**src/rtl/bee_pkg.sv**
```systemverilog
// shared types, constants and register codes for the band energy event detector
package bee_pkg;

   // field widths
   localparam int BIN_W    = 8;
   localparam int POWER_W  = 32;
   localparam int ENERGY_W = 38;
   localparam int LIMIT_W  = 32;
   localparam int CSR_W    = 38;

   // block geometry
   localparam int NUM_BINS        = 256;
   localparam int COOLDOWN_BLOCKS = 7;

   localparam logic [BIN_W-1:0] BAND_LO   = BIN_W'(64);
   localparam logic [BIN_W-1:0] BAND_HI   = BIN_W'(128);
   localparam logic [BIN_W-1:0] LIMIT_BIN = BIN_W'(1);

   // raised threshold is (1 + 2 * cooldown) times the base
   localparam int RAISE_FACTOR = 2 * COOLDOWN_BLOCKS + 1;
   localparam int CD_W         = $clog2(COOLDOWN_BLOCKS + 1);
   localparam int THR_W        = ENERGY_W + $clog2(RAISE_FACTOR + 1);

   localparam logic [ENERGY_W-1:0] ENERGY_MAX = {ENERGY_W{1'b1}};

   // register indexes
   localparam int CSR_IDX_W = 2;
   typedef enum logic [CSR_IDX_W-1:0] {
      CSR_ON_THRESHOLD  = 2'd0,
      CSR_LOW_BIN_LIMIT = 2'd1,
      CSR_LIMIT_ENABLE  = 2'd2
   } csr_index_type;

   typedef struct packed {
      logic [BIN_W-1:0]   bin_index;
      logic [POWER_W-1:0] bin_power;
      logic               block_end;
      logic               detector_active;
   } bee_req_type;

   typedef struct packed {
      logic                turn_on;
      logic                turn_off;
      logic [ENERGY_W-1:0] band_energy;
   } bee_rsp_type;

   // block totals handed from the accumulator to the decision logic
   typedef struct packed {
      logic [ENERGY_W-1:0] energy;
      logic                limit_hit;
   } bee_band_type;

endpackage

```
**src/rtl/bee_accum.sv**
```systemverilog
// band energy accumulator and low bin limit flag
module bee_accum (
   input  logic                        clock,
   input  logic                        reset,
   input  logic                        step,
   input  bee_pkg::bee_req_type        item,
   input  logic [bee_pkg::LIMIT_W-1:0] low_bin_limit,
   output bee_pkg::bee_band_type       band
);
   import bee_pkg::*;

   logic [ENERGY_W-1:0] energy_ff, energy_in;
   logic                hit_ff, hit_in;
   logic [ENERGY_W-1:0] energy_next;
   logic                hit_next;
   logic [ENERGY_W:0]   sum;
   logic                in_range;
   logic                in_band;

   assign in_range = (32'(item.bin_index) < 32'(NUM_BINS));
   assign in_band  = in_range && (item.bin_index >= BAND_LO) && (item.bin_index < BAND_HI);
   assign sum      = {1'b0, energy_ff} + (ENERGY_W + 1)'(item.bin_power);

   always_comb begin
      energy_next = energy_ff;
      if (in_band) begin
         energy_next = sum[ENERGY_W] ? ENERGY_MAX : sum[ENERGY_W-1:0];
      end
      hit_next = hit_ff;
      if (in_range && (item.bin_index == LIMIT_BIN)) begin
         hit_next = (item.bin_power > low_bin_limit);
      end
   end

   assign band.energy    = energy_next;
   assign band.limit_hit = hit_next;

   // totals restart after the block end
   always_comb begin
      energy_in = energy_ff;
      hit_in    = hit_ff;
      if (step) begin
         energy_in = item.block_end ? '0 : energy_next;
         hit_in    = item.block_end ? 1'b0 : hit_next;
      end
   end

   always_ff @(posedge clock) begin
      if (reset) begin
         energy_ff <= '0;
         hit_ff    <= 1'b0;
      end else begin
         energy_ff <= energy_in;
         hit_ff    <= hit_in;
      end
   end

endmodule

```
**src/rtl/bee_decide.sv**
```systemverilog
// threshold cooldown, warm-up and trigger decision at each block end
module bee_decide (
   input  logic                         clock,
   input  logic                         reset,
   input  logic                         step,
   input  logic                         block_end,
   input  logic                         detector_active,
   input  bee_pkg::bee_band_type        band,
   input  logic [bee_pkg::ENERGY_W-1:0] on_threshold,
   input  logic                         limit_enable,
   input  logic                         thr_load,
   input  logic [bee_pkg::ENERGY_W-1:0] thr_load_value,
   output logic                         turn_on,
   output logic                         turn_off
);
   import bee_pkg::*;

   logic [THR_W-1:0] thr_ff, thr_in;
   logic [CD_W-1:0]  cool_ff, cool_in;
   logic             warm_ff, warm_in;
   logic [THR_W-1:0] thr_next;
   logic [CD_W-1:0]  cool_next;
   logic             warm_next;
   logic             warm_mid;
   logic             sat;
   logic [THR_W-1:0] base_ext;

   assign base_ext = THR_W'(on_threshold);

   always_comb begin
      thr_next  = thr_ff;
      cool_next = cool_ff;
      warm_mid  = warm_ff;
      if (limit_enable) begin
         if (band.limit_hit) begin
            cool_next = CD_W'(COOLDOWN_BLOCKS);
            thr_next  = base_ext * THR_W'(RAISE_FACTOR);
            warm_mid  = 1'b0;
         end else if (cool_ff != '0) begin
            cool_next = cool_ff - CD_W'(1);
            thr_next  = thr_ff - (base_ext << 1);
         end
      end

      sat       = (THR_W'(band.energy) > thr_next);
      turn_on   = 1'b0;
      warm_next = warm_mid;
      if (!detector_active) begin
         if (!limit_enable) begin
            turn_on = sat;
         end else if (warm_mid) begin
            warm_next = 1'b0;
            turn_on   = sat;
         end else if (sat) begin
            warm_next = 1'b1;
         end
      end
      turn_off = (band.energy < on_threshold);
   end

   // base threshold write reloads the active threshold
   always_comb begin
      thr_in  = thr_ff;
      cool_in = cool_ff;
      warm_in = warm_ff;
      if (thr_load) begin
         thr_in  = THR_W'(thr_load_value);
         cool_in = '0;
      end else if (step && block_end) begin
         thr_in  = thr_next;
         cool_in = cool_next;
         warm_in = warm_next;
      end
   end

   always_ff @(posedge clock) begin
      if (reset) begin
         thr_ff  <= '0;
         cool_ff <= '0;
         warm_ff <= 1'b0;
      end else begin
         thr_ff  <= thr_in;
         cool_ff <= cool_in;
         warm_ff <= warm_in;
      end
   end

endmodule

```
**src/rtl/band_energy_event_detector.sv**
```systemverilog
// top level of the band energy event detector: handshake, registers, datapath
//
//   channel | ports                          | direction
//   --------+--------------------------------+-----------
//   req     | req_valid req_ready req_data   | in, one bin per transfer
//   rsp     | rsp_valid rsp_ready rsp_data   | out, one result per block end
//   csr     | csr_we csr_index csr_wdata     | in, write only
//
// one bin per cycle sustained unless rsp stalls; a bin is held in the input
// register and its block result is then loaded into the output register
// the input register advances whenever the bin produces no result or the
// output register is free, so a stalled rsp side only holds block end bins
// synchronous reset clears the control state, the totals and the registers
// (on_threshold 0, low_bin_limit all ones, limit_enable 0)
module band_energy_event_detector (
   input  logic                          clock,
   input  logic                          reset,
   input  logic                          req_valid,
   output logic                          req_ready,
   input  bee_pkg::bee_req_type          req_data,
   output logic                          rsp_valid,
   input  logic                          rsp_ready,
   output bee_pkg::bee_rsp_type          rsp_data,
   input  logic                          csr_we,
   input  logic [bee_pkg::CSR_IDX_W-1:0] csr_index,
   input  logic [bee_pkg::CSR_W-1:0]     csr_wdata
);
   import bee_pkg::*;

   // input stage
   bee_req_type         in_ff, in_in;
   logic                in_valid_ff, in_valid_in;
   // output stage
   bee_rsp_type         out_ff, out_in;
   logic                out_valid_ff, out_valid_in;
   // configuration registers
   logic [ENERGY_W-1:0] on_thr_ff, on_thr_in;
   logic [LIMIT_W-1:0]  limit_ff, limit_in;
   logic                limit_en_ff, limit_en_in;

   logic                out_free;
   logic                step;
   logic                req_take;
   logic                thr_load;
   bee_band_type        band;
   logic                turn_on;
   logic                turn_off;

   // bins without a result never wait on the rsp side
   assign out_free  = !out_valid_ff || rsp_ready;
   assign step      = in_valid_ff && (!in_ff.block_end || out_free);
   assign req_ready = !in_valid_ff || step;
   assign req_take  = req_valid && req_ready;

   assign thr_load = csr_we && (csr_index == CSR_ON_THRESHOLD);

   always_comb begin
      on_thr_in   = on_thr_ff;
      limit_in    = limit_ff;
      limit_en_in = limit_en_ff;
      if (csr_we) begin
         case (csr_index)
            CSR_ON_THRESHOLD:  on_thr_in   = csr_wdata[ENERGY_W-1:0];
            CSR_LOW_BIN_LIMIT: limit_in    = csr_wdata[LIMIT_W-1:0];
            CSR_LIMIT_ENABLE:  limit_en_in = csr_wdata[0];
            default: begin
               // unused index, write is dropped
            end
         endcase
      end
   end

   bee_accum u_accum (
      .clock         (clock),
      .reset         (reset),
      .step          (step),
      .item          (in_ff),
      .low_bin_limit (limit_ff),
      .band          (band)
   );

   bee_decide u_decide (
      .clock           (clock),
      .reset           (reset),
      .step            (step),
      .block_end       (in_ff.block_end),
      .detector_active (in_ff.detector_active),
      .band            (band),
      .on_threshold    (on_thr_ff),
      .limit_enable    (limit_en_ff),
      .thr_load        (thr_load),
      .thr_load_value  (csr_wdata[ENERGY_W-1:0]),
      .turn_on         (turn_on),
      .turn_off        (turn_off)
   );

   // input register loads on every req transfer
   always_comb begin
      in_in       = in_ff;
      in_valid_in = in_valid_ff;
      if (req_take) begin
         in_in       = req_data;
         in_valid_in = 1'b1;
      end else if (step) begin
         in_valid_in = 1'b0;
      end
   end

   // output register loads a result when a block end bin advances
   always_comb begin
      out_in       = out_ff;
      out_valid_in = out_valid_ff;
      if (step && in_ff.block_end) begin
         out_in.turn_on     = turn_on;
         out_in.turn_off    = turn_off;
         out_in.band_energy = band.energy;
         out_valid_in       = 1'b1;
      end else if (rsp_ready) begin
         out_valid_in = 1'b0;
      end
   end

   always_ff @(posedge clock) begin
      if (reset) begin
         in_valid_ff  <= 1'b0;
         out_valid_ff <= 1'b0;
         on_thr_ff    <= '0;
         limit_ff     <= {LIMIT_W{1'b1}};
         limit_en_ff  <= 1'b0;
      end else begin
         in_valid_ff  <= in_valid_in;
         out_valid_ff <= out_valid_in;
         on_thr_ff    <= on_thr_in;
         limit_ff     <= limit_in;
         limit_en_ff  <= limit_en_in;
      end
   end

   // payload registers
   always_ff @(posedge clock) begin
      in_ff  <= in_in;
      out_ff <= out_in;
   end

   assign rsp_valid = out_valid_ff;
   assign rsp_data  = out_ff;

endmodule
```
**config.mk**
```make
export PLATFORM = sky130hd
export DESIGN_NAME = band_energy_event_detector
export DESIGN_NICKNAME = d
export VERILOG_FILES = /design/src/rtl/bee_pkg.sv /design/src/rtl/bee_accum.sv /design/src/rtl/bee_decide.sv /design/src/rtl/band_energy_event_detector.sv
export SDC_FILE = /design/constraint.sdc
export NUM_CORES = 1
export LEC_CHECK = 0
export CORE_ASPECT_RATIO = 1.5
export CORE_MARGIN = 5
export CORE_UTILIZATION = 67
export CTS_BUF_LIST = sky130_fd_sc_hd__clkbuf_4
export CTS_CLUSTER_DIAMETER = 30
export CTS_CLUSTER_SIZE = 40
export DETAILED_ROUTE_END_ITERATION = 8
export DONT_BUFFER_PORTS = 1
export PLACE_DENSITY = 0.83
export SYNTH_ARGS = -nofsm -noshare
export SYNTH_HDL_FRONTEND = slang
export SYNTH_HIERARCHICAL = 1
export SYNTH_SLANG_ARGS = --single-unit
```
**constraint.sdc**
```tcl
create_clock -name clock -period 6.15 [get_ports clock]
set_clock_uncertainty 0.2 [all_clocks]
set_input_delay 0.615 -clock clock [delete_from_list [all_inputs] [get_ports clock]]
set_output_delay 0.615 -clock clock [all_outputs]
set_load 0.05 [all_outputs]
```
* After elaboration in Yosys (flattened, before gate mapping)
Cells that the tools add are included.
Cells by class: add/subtract/negate cells 3, multipliers 1, $lt $le $gt $ge 5, equal/unequal tests 3, mux-type cells 24, bitwise operators 1, reductions and logical operators 23
Operator list (number):
- $mux W38 | 5
- $mux W42 | 3
- $gt A38 B42 Y1 | 1
- $mul A38 B4 Y42 const B | 1
- $sub A42 B39 Y42 | 1
- $add A38 B32 Y39 | 1
- $lt A38 B38 Y1 | 1
- $gt A32 B32 Y1 | 1
- $mux W1 | 14
- $eq A8 B1 Y1 const B | 1
- $ge A8 B7 Y1 const B | 1
- $lt A8 B8 Y1 const B | 1
- $reduce_and A2 Y1 | 4
- $reduce_bool A2 Y1 | 4
- $mux W3 | 2
- $logic_and A1 B1 Y1 | 5
- $logic_not A1 Y1 | 3
- $logic_or A1 B1 Y1 | 3
- $reduce_and A3 Y1 | 1
- $reduce_bool A3 Y1 | 1
- $sub A3 B1 Y3 const B | 1
- $eq A2 B1 Y1 const B | 1
- $eq A2 B2 Y1 const B | 1
- $logic_not A2 Y1 | 1
- 2 further kinds | 2
Word-level totals: flip-flop bits (word level) 240, bits of input ports 87, output and inout bits 42, word-level logic and storage cells 78

* Depth between registers and ports, before layout
depth after elaboration 9, mapped depth 28, mapped depth without buffers 26

* Modules after synthesis
Netlist, hierarchy kept.
By module, submodules not included:
- bee_decide | instances 1, cells each 1465, area an instance 10979.3 µm²
- band_energy_event_detector | instances 1, cells each 404, area an instance 5565.3 µm²
- bee_accum | instances 1, cells each 594, area an instance 4644.5 µm²

* Least setup slack after synthesis
No wires, ideal clock.
path type register -> register, start register on_thr_ff[21], end register out_ff, in the netlist rsp_data[39] (data pin), arrival time 5.253 ns, data required time 5.783 ns, slack 0.530 ns, stages on the path, launching flop included 23, buffers on the path 1, period minus slack after synthesis 5.620 ns, cells stage by stage dfxtp_1 -> inv_1 -> fa_1 -> fa_1 -> inv_1 -> ha_1 -> buf_2 -> a21oi_1 -> o22ai_1 -> a2111oi_0 -> o21bai_1 -> o31ai_1 -> mux2i_1 -> o311ai_0 -> a21oi_1 -> nand2_1 -> ha_1 -> nand4_1 -> nor4_1 -> o21ai_0 -> a2111oi_4 -> o21ai_2 -> a211oi_1
On the way: word-level cells in the longest chain between the ends 7
RTL lines:
- from (decl) | RTL line band_energy_event_detector.sv:37 | logic [ENERGY_W-1:0] on_thr_ff, on_thr_in;
- from (signal assigned) | RTL line band_energy_event_detector.sv:133 | on_thr_ff <= on_thr_in;
- parallel branches: the longest is 2 deep, another holds $mul A38 B4 Y42
- $mux W42 (*) | RTL line bee_decide.sv:35 | if (band.limit_hit) begin
- $mux W42 (*) | RTL line bee_decide.sv:34 | if (limit_enable) begin
- $gt A38 B42 Y1 (*) | RTL line bee_decide.sv:45 | sat = (THR_W'(band.energy) > thr_next);
- $mux W1 | RTL line bee_decide.sv:51 | end else if (warm_mid) begin
- $mux W1 (*) | RTL line bee_decide.sv:49 | if (!limit_enable) begin
- to (signal assigned) | RTL line band_energy_event_detector.sv:142 | out_ff <= out_in;
- to (decl) | RTL line band_energy_event_detector.sv:34 | bee_rsp_type out_ff, out_in;
Every way passes the cells marked *. A chain may end at the register's enable or synchronous reset.

==> results.toml <==
[status]
status = "complete, no violations"

[pwr]
p_total_mw = 4.75
peakVddDrop_mv = 0.159
p_per_area_nw_per_um2 = 198
power.leakage_nw = 10.3

[sta]
slew_headroom = 0.149
max_freq_ghz = 0.163
fin_crit_sh = 0.998
slew_violations = 0
period_minus_slack_ns = 6.14
fin_hold_ws_ns = 0.0522
fin_ws_ns = 0.0117
setup_violations = 0
tightest_slew_ns = 1.27
hold_viol = 0

[grt]
antenna_found_initial = 5
track_usage = 0.406
grt_max_degree = 177
grt_first_pass_wirelength_um = 113000
grt_pass1_vias = 20000
overflow = 0

[clock_tree]
worstSkewPairLatency_ns = 0.78
h-tree-depth = 2
cts_tree = "yes"
clkSlewWorstSetupHoldPaths_ns = 0.12
cts_made_buffers = 48
root_buffer = "clkbuf_4"
cts.sinks = 240
cts.path.max_buffers = 3

[logic_synthesis]
synth_edf_count = 82
ys_async_sr_fraction = 0
yosysWarnings = 6
ys_seq_area_frac = 0.265
synth_ff_type = "dfxtp_1"
synthesis.nets = 2849
syn_inst = 2463
syn_area_per_cell_um2 = 8.60
synth_area_um2 = 21200
yosysUniqueCellTypes = 94
ys_ff_latch = 240

[place]
dp_cells = 2849
place_hpwl_um = 55600
gp_congestion = 1.05
numPortBuffers = 0
post-place-ws_ns = -0.0398

[finish]
area_growth_pct = 13.0
final_nets = 2976
drive_above_1_share = 0.123
final_util = 0.769
n_fill_cell = 2213
final-instance-count-excl-fill = 3039

[worst_setup_path]
cp.required_ns = 6.49
cp.arrival_ns = 6.48
start_kind = "flop"
critical_path_class = "flop to flop"
cp-end-kind = "flop"
critPathMaxFanout = 14

[die]
die_w_um = 155
start_util = 0.681
ioPinCount = 129
rows = 79
core-area_um2 = 31100
dieArea_um2 = 35400
die_y_um = 228

[worst_hold_path]
min_path_type = "input pin to flop"

[route]
drc = 0
dr.first_iter.drc_count = 2345
routed_via_density = 6.79
antenna_left = 0
dr.pass1.iters = 9
vias = 20600
wirelength_um = 75200
wl_per_cell_um = 24.7

[run]
cap_violations = 0
==> path summary, 6_finish.rpt <==
check                           slack (ns)             to  depth (start not counted)           from
worst min register to register        0.28  on_thr_ff[22]                          2  on_thr_ff[22]
worst max register to register        0.01   rsp_data[39]                         24       in_ff[3]
worst min-delay path                  0.05    limit_en_ff                          2         csr_we
worst max-delay path                  0.01   rsp_data[39]                         24       in_ff[3]
==> state kept, by name, summed over array words and instances, names as in the netlist <==
name	count
in_ff	42
u_decide/thr_ff	42
rsp_data	40
on_thr_ff	38
u_accum/energy_ff	38
limit_ff	32
u_decide/cool_ff	3
in_valid_ff	1
limit_en_ff	1
rsp_valid	1
u_accum/hit_ff	1
u_decide/warm_ff	1
==> power breakdown <==
group / leakage [nW] / internal [mW] / switching, mW
clock: 0.434 / 0.758 / 0.785
combinational: 7.74 / 0.550 / 0.872
sequential: 2.07 / 1.70 / 0.0819
total: 10.3 / 3.01 / 1.74
==> layout make-up <==
type	instances	area (um2)	share of cell area
repair buffers	199	1730	0.0720
clock buffers	53	398	0.0166
diodes	4	10.0	0.000418
flip-flops and latches	240	5630	0.235
clock inverters	37	418	0.0174
inverters	171	653	0.0273
well taps	405	507	0.0212
multi-input cells	1930	14600	0.610
==> placed cells by master, fill, tap and decap left out, drive strengths merged, types with 34 or more instances in the layout <==
cell type | synthesis | final
dfxtp | 158 | 158
dlygate4sd3 | 2 | 83
o21ai | 144 | 144
a21oi | 234 | 234
fa | 75 | 75
nand2 | 180 | 180
xor2 | 43 | 43
nand4 | 49 | 49
mux2i | 79 | 79
nor3 | 34 | 34
nand2b | 104 | 104
clkbuf | 80 | 53
ha | 224 | 224
edfxtp | 82 | 82
buf | 38 | 116
nor2 | 238 | 238
a21o | 80 | 80
xnor2 | 54 | 54
inv | 171 | 177
==> cells in the mapped netlist, drive strengths merged (9+ instances only) <==
library cell,n,share of area
nand4,49,0.014
o21bai,10,0.0035
nor3,34,0.0080
ha,224,0.13
a22o,17,0.0070
nor2,238,0.042
o221ai,18,0.0074
nand2b,104,0.031
a211oi,22,0.0080
buf,38,0.012
or2,9,0.0027
nor4,10,0.0030
and3,20,0.0060
clkbuf,80,0.016
o21a,24,0.0085
nor2b,23,0.0068
nand2,180,0.032
a31oi,29,0.015
o21ai,144,0.034
o22ai,19,0.0056
dfxtp,158,0.15
a211o,9,0.0037
fa,75,0.071
inv,171,0.030
edfxtp,82,0.12
o211ai,21,0.0074
nand3,31,0.0073
a221oi,12,0.0053
mux2i,79,0.037
xnor2,54,0.022
a21o,80,0.029
a21oi,234,0.057
xor2,43,0.018
==> layer usage <==
layer  up-vias  wire [um]  GRT usage
li1       9129          -          -
met5         -         12          0
met3       405       7770     0.0919
met2      1379      34700      0.661
met1      9730      26300      0.476
met4         2       6410      0.272
==> kinds of logic after synthesis <==
kind of cell / after synthesis / synth area share
AND/OR/NAND/NOR: 736 / 0.168
AO/OA/AOI/OAI: 715 / 0.224
adder cells (fa/ha/maj): 299 / 0.203
buffers and inverters: 293 / 0.0601
flip-flops: 240 / 0.265
XOR/XNOR: 97 / 0.0401
multiplexers: 83 / 0.0394
==> timing repair <==
action,CTS,global route
gates resized for setup,8,79
pin swaps,0,23
setup endpoints to repair,2,2
buffers inserted,0,12
hold endpoints to repair,160,0
hold buffers,84,0
==> metrics by stage <==
stage / area, um2 / TNS (ns)
6_report: 24000 / 0
5_1_grt: 24000 / -0.204
4_1_cts: 23600 / 0
3_5_place_dp: 21900 / -0.0398
3_3_place_gp: 21900 / 0
2_1_floorplan: 21200 / 0
==> worst max-delay path, cell delays in order (launching register included) <==
cell	delay, ns
edfxtp_1	0.41
ha_1	0.32
nor2b_1	0.13
o21ai_0	0.20
nand2b_1	0.10
a21oi_1	0.18
o21ai_0	0.18
a21o_1	0.26
a311o_1	0.38
a22o_1	0.29
buf_4	0.25
nand2_1	0.36
o221ai_1	0.24
ha_1	0.35
and3_1	0.18
nand3_1	0.15
a21o_1	0.20
a31oi_1	0.25
a211oi_1	0.15
nor2_2	0.23
buf_4	0.15
o21ai_2	0.06
a2111oi_4	0.33
o21ai_2	0.12
a211oi_1	0.24
Note: power is estimated with default switching activity, not from simulation.
